## config.mk

```make
export PLATFORM = sky130hd
export DESIGN_NAME = midi_note_pitch_decoder_top
export DESIGN_NICKNAME = d
export VERILOG_FILES = /design/src/mnpd_pkg.sv /design/src/midi_note_pitch_decoder_top.sv
export SDC_FILE = /design/constraint.sdc
export NUM_CORES = 2
export LEC_CHECK = 0
export BUFFER_PORTS_ARGS = -buffer_cell sky130_fd_sc_hd__buf_2
export CORE_MARGIN = 4
export CORE_UTILIZATION = 45
export DETAILED_ROUTE_END_ITERATION = 16
export GPL_TIMING_DRIVEN = 0
export PLACE_DENSITY_LB_ADDON = 0.3
export RECOVER_POWER = 50
export SYNTH_ARGS = -nofsm -noshare
export SYNTH_HDL_FRONTEND = slang
export SYNTH_SLANG_ARGS = --single-unit
```

## constraint.sdc

```tcl
create_clock -name clk -period 44.9 [get_ports clk]
set_input_delay 2.245 -clock clk [delete_from_list [all_inputs] [get_ports clk]]
set_output_delay 2.245 -clock clk [all_outputs]
set_load 0.02 [all_outputs]
```

## src/mnpd_pkg.sv

```systemverilog
// Shared constants, types and the key-to-frequency function for the MIDI note decoder.
// No dependencies; imported by the decoder top level.
package mnpd_pkg;

    // MIDI status codes that act; every other status is ignored
    localparam logic [7:0] STATUS_NOTE_ON  = 8'h90;
    localparam logic [7:0] STATUS_NOTE_OFF = 8'h80;
    localparam logic [7:0] STATUS_BEND     = 8'hE0;

    localparam int KEY_COUNT      = 128;
    localparam int KEY_W          = $clog2(KEY_COUNT);
    localparam int FREQ_FRAC_BITS = 10;
    localparam int TABLE_FRAC     = 20;

    // Highest note (about 12.5 kHz) needs 14 integer bits
    localparam int NOTE_FREQ_W = 14 + FREQ_FRAC_BITS;
    localparam int FACTOR_W    = 15;
    localparam int FREQ_OUT_W  = 25;
    localparam int BEND_W      = 14;
    localparam int AMP_W       = 16;
    localparam int VEL_W       = 7;
    localparam int PROD_W      = (NOTE_FREQ_W + FACTOR_W > FREQ_OUT_W + 14) ?
                                 NOTE_FREQ_W + FACTOR_W : FREQ_OUT_W + 14;

    // Right shift applied to a table entry is SHIFT_BASE minus the octave index
    localparam int SHIFT_BASE = TABLE_FRAC - FREQ_FRAC_BITS + 10;

    // One octave of 440*2^(k/12) Hz with TABLE_FRAC fraction bits
    localparam logic [29:0] SEMITONE_HZ [12] = '{
        30'd461373440, 30'd488808132, 30'd517874176, 30'd548668578,
        30'd581294109, 30'd615859655, 30'd652480576, 30'd691279090,
        30'd732384684, 30'd775934544, 30'd822074013, 30'd870957077
    };

    // Message kind after status decode
    typedef enum logic [1:0] {
        OP_NONE,
        OP_NOTE_ON,
        OP_NOTE_OFF,
        OP_BEND
    } op_t;

    // Equal-tempered frequency of a key, rounded half up to FREQ_FRAC_BITS
    function automatic logic [NOTE_FREQ_W-1:0] key_to_freq(input logic [KEY_W-1:0] key);
        logic [7:0]  m;
        logic [15:0] prod;
        logic [3:0]  oct_idx;
        logic [7:0]  oct_base;
        logic [3:0]  semi;
        logic [29:0] t;
        logic [4:0]  sh;
        logic [30:0] sum;
        logic [30:0] shifted;
        // Offset key so that the octave index never goes negative
        m        = {1'b0, key} + 8'd51;
        // Divide by 12 through a reciprocal, exact over 0..178
        prod     = 16'(m) * 16'd171;
        oct_idx  = prod[14:11];
        oct_base = 8'({4'b0000, oct_idx} * 8'd12);
        semi     = 4'(m - oct_base);
        unique case (semi)
            4'd0:    t = SEMITONE_HZ[0];
            4'd1:    t = SEMITONE_HZ[1];
            4'd2:    t = SEMITONE_HZ[2];
            4'd3:    t = SEMITONE_HZ[3];
            4'd4:    t = SEMITONE_HZ[4];
            4'd5:    t = SEMITONE_HZ[5];
            4'd6:    t = SEMITONE_HZ[6];
            4'd7:    t = SEMITONE_HZ[7];
            4'd8:    t = SEMITONE_HZ[8];
            4'd9:    t = SEMITONE_HZ[9];
            4'd10:   t = SEMITONE_HZ[10];
            4'd11:   t = SEMITONE_HZ[11];
            default: t = '0;
        endcase
        sh = 5'(SHIFT_BASE - int'(oct_idx));
        if (sh == 5'd0)
        begin
            shifted = {1'b0, t};
        end
        else
        begin
            sum     = {1'b0, t} + (31'd1 << (sh - 5'd1));
            shifted = sum >> sh;
        end
        return NOTE_FREQ_W'(shifted);
    endfunction

endpackage

```

## src/midi_note_pitch_decoder_top.sv

```systemverilog
// MIDI note on / note off / pitch bend decoder, top level.
// Depends on mnpd_pkg for status codes, widths and the key frequency function.

// One three-byte MIDI message per transaction, one result per message. Messages
// may follow every cycle while the result register is free. A result reaches the
// outputs through the input register (with the registered key table read), which
// catches the message, and then the result register, which loads the result once
// it is empty or taken. Only status 0x90, 0x80 and 0xE0 act. Key table entries
// read as zero from reset until written; there is no clearing pass. Frequency is
// unsigned with FREQ_FRAC_BITS fraction bits, amplitude unsigned Q1.15.
module midi_note_pitch_decoder_top
    import mnpd_pkg::*;
(
    input  logic                  clk,
    input  logic                  rst_n,
    input  logic                  in_valid,
    output logic                  in_stall,
    input  logic [7:0]            status_byte,
    input  logic [KEY_W-1:0]      data_one,
    input  logic [VEL_W-1:0]      data_two,
    output logic                  out_valid,
    input  logic                  out_stall,
    output logic [AMP_W-1:0]      amplitude,
    output logic [FREQ_OUT_W-1:0] frequency,
    output logic                  key_pressed,
    output logic [VEL_W-1:0]      key_velocity
);

    // Handshake state
    logic s1_valid_reg;
    logic out_valid_reg;
    logic in_accept;
    logic s1_advance;
    logic out_free;

    // Input stage payload
    op_t              op_reg;
    logic [KEY_W-1:0] d1_reg;
    logic [VEL_W-1:0] d2_reg;
    logic [VEL_W:0]   rd_entry_reg;
    logic             rd_valid_reg;

    // Key table: {pressed, velocity} per key, with a valid bit per key
    logic [VEL_W:0]         key_mem_reg [KEY_COUNT];
    logic [KEY_COUNT-1:0]   key_valid_reg;
    op_t                    in_op;

    // Decoder state
    logic [NOTE_FREQ_W-1:0] note_freq_reg;
    logic [NOTE_FREQ_W-1:0] note_freq_next;
    logic [AMP_W-1:0]       amp_reg;
    logic [AMP_W-1:0]       amp_next;
    logic [BEND_W-1:0]      bend_reg;
    logic [BEND_W-1:0]      bend_next;

    // Result datapath
    logic [AMP_W-1:0]       amp_calc;
    logic [8:0]             vel_rem;
    logic [FACTOR_W-1:0]    factor;
    logic [PROD_W-1:0]      freq_prod;
    logic                   pressed_next;
    logic [VEL_W-1:0]       vel_next;

    // Result register
    logic [AMP_W-1:0]       amp_out_reg;
    logic [FREQ_OUT_W-1:0]  freq_out_reg;
    logic                   pressed_out_reg;
    logic [VEL_W-1:0]       vel_out_reg;

    // Handshake: the result register frees when empty or taken
    assign out_free   = !out_valid_reg || !out_stall;
    assign s1_advance = s1_valid_reg && out_free;
    assign in_stall   = s1_valid_reg && !out_free;
    assign in_accept  = in_valid && !in_stall;

    // Decode the status byte
    always_comb
    begin
        priority if (status_byte == STATUS_NOTE_ON)
            in_op = OP_NOTE_ON;
        else if (status_byte == STATUS_NOTE_OFF)
            in_op = OP_NOTE_OFF;
        else if (status_byte == STATUS_BEND)
            in_op = OP_BEND;
        else
            in_op = OP_NONE;
    end

    // Key table memory: write on note on/off, read the addressed entry
    always_ff @(posedge clk)
    begin
        if (in_accept)
        begin
            rd_entry_reg <= key_mem_reg[data_one];
            if (in_op == OP_NOTE_ON)
                key_mem_reg[data_one] <= {1'b1, data_two};
            else if (in_op == OP_NOTE_OFF)
                key_mem_reg[data_one] <= '0;
        end
    end

    // Key valid bits, cleared at reset
    always_ff @(posedge clk or negedge rst_n)
    begin
        if (!rst_n)
        begin
            key_valid_reg <= '0;
            rd_valid_reg  <= 1'b0;
        end
        else if (in_accept)
        begin
            rd_valid_reg <= key_valid_reg[data_one];
            if (in_op == OP_NOTE_ON || in_op == OP_NOTE_OFF)
                key_valid_reg[data_one] <= 1'b1;
        end
    end

    // Input register payload
    always_ff @(posedge clk)
    begin
        if (in_accept)
        begin
            op_reg <= in_op;
            d1_reg <= data_one;
            d2_reg <= data_two;
        end
    end

    // Amplitude: v*32768/127 rounded = 258*v + (2*v + 63)/127
    assign vel_rem  = {1'b0, d2_reg, 1'b0} + 9'd63;
    assign amp_calc = AMP_W'(16'(d2_reg) * 16'd258)
                    + ((vel_rem >= 9'd254) ? 16'd2 : (vel_rem >= 9'd127) ? 16'd1 : 16'd0);

    // Next decoder state
    always_comb
    begin
        note_freq_next = note_freq_reg;
        amp_next       = amp_reg;
        bend_next      = bend_reg;
        pressed_next   = rd_valid_reg & rd_entry_reg[VEL_W];
        vel_next       = rd_valid_reg ? rd_entry_reg[VEL_W-1:0] : '0;
        unique case (op_reg)
            OP_NOTE_ON:
            begin
                note_freq_next = key_to_freq(d1_reg);
                amp_next       = amp_calc;
                pressed_next   = 1'b1;
                vel_next       = d2_reg;
            end
            OP_NOTE_OFF:
            begin
                amp_next     = '0;
                pressed_next = 1'b0;
                vel_next     = '0;
            end
            OP_BEND:
            begin
                // raw - 8192 in 14-bit two's complement is a flip of the top bit
                bend_next = {d2_reg, d1_reg} ^ 14'h2000;
            end
            OP_NONE:
            begin
            end
            default:
            begin
            end
        endcase
    end

    // Bent frequency: f*(16384 + bend)/16384, rounded half up
    assign factor    = FACTOR_W'(16384) + {bend_next[BEND_W-1], bend_next};
    assign freq_prod = PROD_W'(note_freq_next) * PROD_W'(factor) + PROD_W'(8192);

    // Hold control state and decoder state
    always_ff @(posedge clk or negedge rst_n)
    begin
        if (!rst_n)
        begin
            s1_valid_reg  <= 1'b0;
            out_valid_reg <= 1'b0;
            note_freq_reg <= '0;
            amp_reg       <= '0;
            bend_reg      <= '0;
        end
        else
        begin
            if (in_accept)
                s1_valid_reg <= 1'b1;
            else if (s1_advance)
                s1_valid_reg <= 1'b0;

            if (s1_advance)
                out_valid_reg <= 1'b1;
            else if (!out_stall)
                out_valid_reg <= 1'b0;

            if (s1_advance)
            begin
                note_freq_reg <= note_freq_next;
                amp_reg       <= amp_next;
                bend_reg      <= bend_next;
            end
        end
    end

    // Load the result register
    always_ff @(posedge clk)
    begin
        if (s1_advance)
        begin
            amp_out_reg     <= amp_next;
            freq_out_reg    <= freq_prod[14 +: FREQ_OUT_W];
            pressed_out_reg <= pressed_next;
            vel_out_reg     <= vel_next;
        end
    end

    assign out_valid    = out_valid_reg;
    assign amplitude    = amp_out_reg;
    assign frequency    = freq_out_reg;
    assign key_pressed  = pressed_out_reg;
    assign key_velocity = vel_out_reg;

endmodule

```

==> reports/qor.txt <==
total grt overflow: 0
hold_ws: 0.4588 ns
via count: 48930
sequential area share after synthesis: 57.70%
ranking of synthesized cells by area: edfxtp_1 (51%), fa_1 (8.5%), dfrtp_1 (7.1%), a22oi_1 (4.5%), ha_1 (4.3%)
final hold vios: 0
CP Max Fanout: 12
Clock Skew: 0.05826 ns
GPL Wtd Cong: 1.036
first drt pass iteration count: 6
DR vias/cell: 6.599
arrival time at the worst endpoint: 21.42 ns
total of max-cap violations: 62
crit path kind: reg2reg
num rows: 139
launching point of the worst reg2reg path: d1_reg[0]$_DFFE_PP_
first-pass GRT wire length: 349600 um
share of layout cells above drive strength 1: 6.348%
fin crit share: 46.60%
Reg area: 0.03757 mm2
status: finished, violations left
clock-pin slew of the registers on the worst-case setup and hold paths: 0.06 ns
vias in the first global route: 46970
hold_sp: key_valid_reg[30]$_DFFE_PN0P_
TritonCTS Buffers: 135
Post-synth EDFFs: 1097
flops & latches, synth: 1282
Initial Util: 45.33%
CTS tree: built
Yosys top cell area share: 50.59%
WL final: 252200 um
async set or reset register ratio after synthesis: 14.43%
RSZ-0062 raised after global routing: no
Register-to-Register Setup Slack: 23.98 ns
relative slew slack: -272.5%
Largest register FFs: 1024
r2r endpoint: frequency[23]$_DFFE_PP_
crit start category: flip-flop
setup_tns: 0 ns
syn_nets: 5684
failing checks: max-capacitance violations, max-slew violations
Worst Hold Path EP: key_valid_reg[30]$_DFFE_PN0P_
Tot GR Track Use: 32.74%
multi-input logic area: 0.02486 mm2
die width: 388.4 um
Netlist cell types: 95
Primary FF master, synth: edfxtp_1
worst-margin pin slew: 5.588 ns
Crit path top cell by count: fa_1
# H-tree levels: 4
die area: 0.1509 mm2
cell count of the worst reg-to-reg path: 66
hold path depth: 1
IO Pins: 77
Mapped Area: 0.06512 mm2
synth warn: 0
max incr delay on CP: 0.90 ns
largest net degree at the start of global routing: 107
area delta synth->final: 11.31%
area leader, netlist: edfxtp_1
initial antenna violation count: 25
most frequent cells in the layout: edfxtp_1 (1097), nand2_1 (407), a22oi_1 (393)
Fmax: 47.79 MHz
Crit-path slowest cell: mux2i_1
IO buf count: 76
post-DP HPWL: 172900 um
Clock Tree Buf Depth: 3
Avg Synthesized Cell Area: 12.63 um2
core area: 0.1437 mm2
min-delay worst type: reg2reg
most common cell after layout, fill and taps aside: edfxtp_1
Post-Synthesis Cells: 5156
Die Ht: 388.4 um
post-CTS sizing: 0
DR iter-0 viols: 7309
nets@finish: 5912
Sinks on Clock Net: 1282
setup bufs post-CTS: 0
Final setup viols: 0
drt drc: 0
root buf cell: clkbuf_16
hold_buf cts: 0
Tmin final: 20.92 ns
worst skew pair latency: 0.80 ns
Final Max Slew Viols: 1723
Antenna Violating Nets Remaining: 0
FILL cells: 12560
Layout Utilization: 50.46%
CP endpoint kind: flip-flop
worst endpoint required time: 45.39 ns
routed len/inst: 34.01 um
## routing by layer
metal	vias to the layer above	track usage [%]	wire length, um	part of all wire, %
met5	-	0	103	0.041
met4	14	22.63	21780	8.6
met3	1007	11.66	36090	14
met2	3972	48.54	108300	43
met1	24300	40.08	85960	34
li1	19630	-	-	-
## how the worst max path moves through the flow
stage	cells past startpoint	from	to	slack, ns
2_1_floorplan	71	d1_reg[0]$_DFFE_PP_	frequency[14]$_DFFE_PP_	28.64
3_3_place_gp	68	d1_reg[0]$_DFFE_PP_	frequency[23]$_DFFE_PP_	24.24
3_5_place_dp	66	d1_reg[0]$_DFFE_PP_	frequency[23]$_DFFE_PP_	24.31
4_1_cts	66	d1_reg[0]$_DFFE_PP_	frequency[23]$_DFFE_PP_	24.16
5_1_grt	68	d1_reg[0]$_DFFE_PP_	frequency[23]$_DFFE_PP_	22.67
6_report	66	d1_reg[0]$_DFFE_PP_	frequency[23]$_DFFE_PP_	23.98
## cell type report
type / count / share of cell area [%]
Timing Repair Buffer: 91 / 0.5869
Sequential cell: 1282 / 51.83
Multi-Input combinational cell: 3170 / 34.29
Antenna cell: 14 / 0.04833
Clock buffer: 167 / 4.854
Clock inverter: 84 / 1.295
Inverter: 377 / 1.956
Buffer: 327 / 1.847
Tap cell: 1903 / 3.285
## critical path: cells and delay by family (launching register included)
family,cells,cell delay [ns]
simple gates,11,2.32
compound gates,22,5.68
flops,1,0.50
xor+xnor,2,0.60
fa+ha+maj,15,6.35
buf+inv,15,4.23
mux,1,0.90
## cells in the mapped netlist, types with 20 or more instances
master,n
edfxtp_1,1097
nand2_1,407
a22oi_1,393
nor2_1,387
inv_1,374
fa_1,277
clkbuf_1,244
ha_1,225
dfrtp_1,185
o21ai_0,170
a21oi_1,107
a22o_1,106
a221oi_1,101
nand4_1,100
o21bai_1,83
a21o_1,74
a31oi_1,70
buf_1,58
mux2i_1,58
nand3_1,49
nand2b_1,46
o211ai_1,45
nor3_1,43
xnor2_1,43
and2_1,40
and3_1,31
a211oi_1,27
xor2_1,27
nor4_1,24
mux2_2,22
or2_2,20
## cell families after synthesis
logic type | after synthesis | share of synthesized area, %
xor+xnor | 71 | 0.9665
mux | 85 | 1.376
compound gates | 1309 | 14.54
buf+inv | 704 | 4.158
fa+ha+maj | 502 | 12.84
flops | 1282 | 57.70
simple gates | 1203 | 8.426
## metrics by stage
step                      worst slack, ns  std cells  instance area [um2]
after floorplan                     28.64       5156                65120
after global placement              24.24       7135                67880
after detailed placement            24.31       7149                68300
after CTS                           24.16       7400                72750
after global routing                22.67       7402                72450
final                               23.98       7415                72480
Power is not shown: default switching activity piles up to over one toggle a cycle in this logic, so the estimate is an artifact.
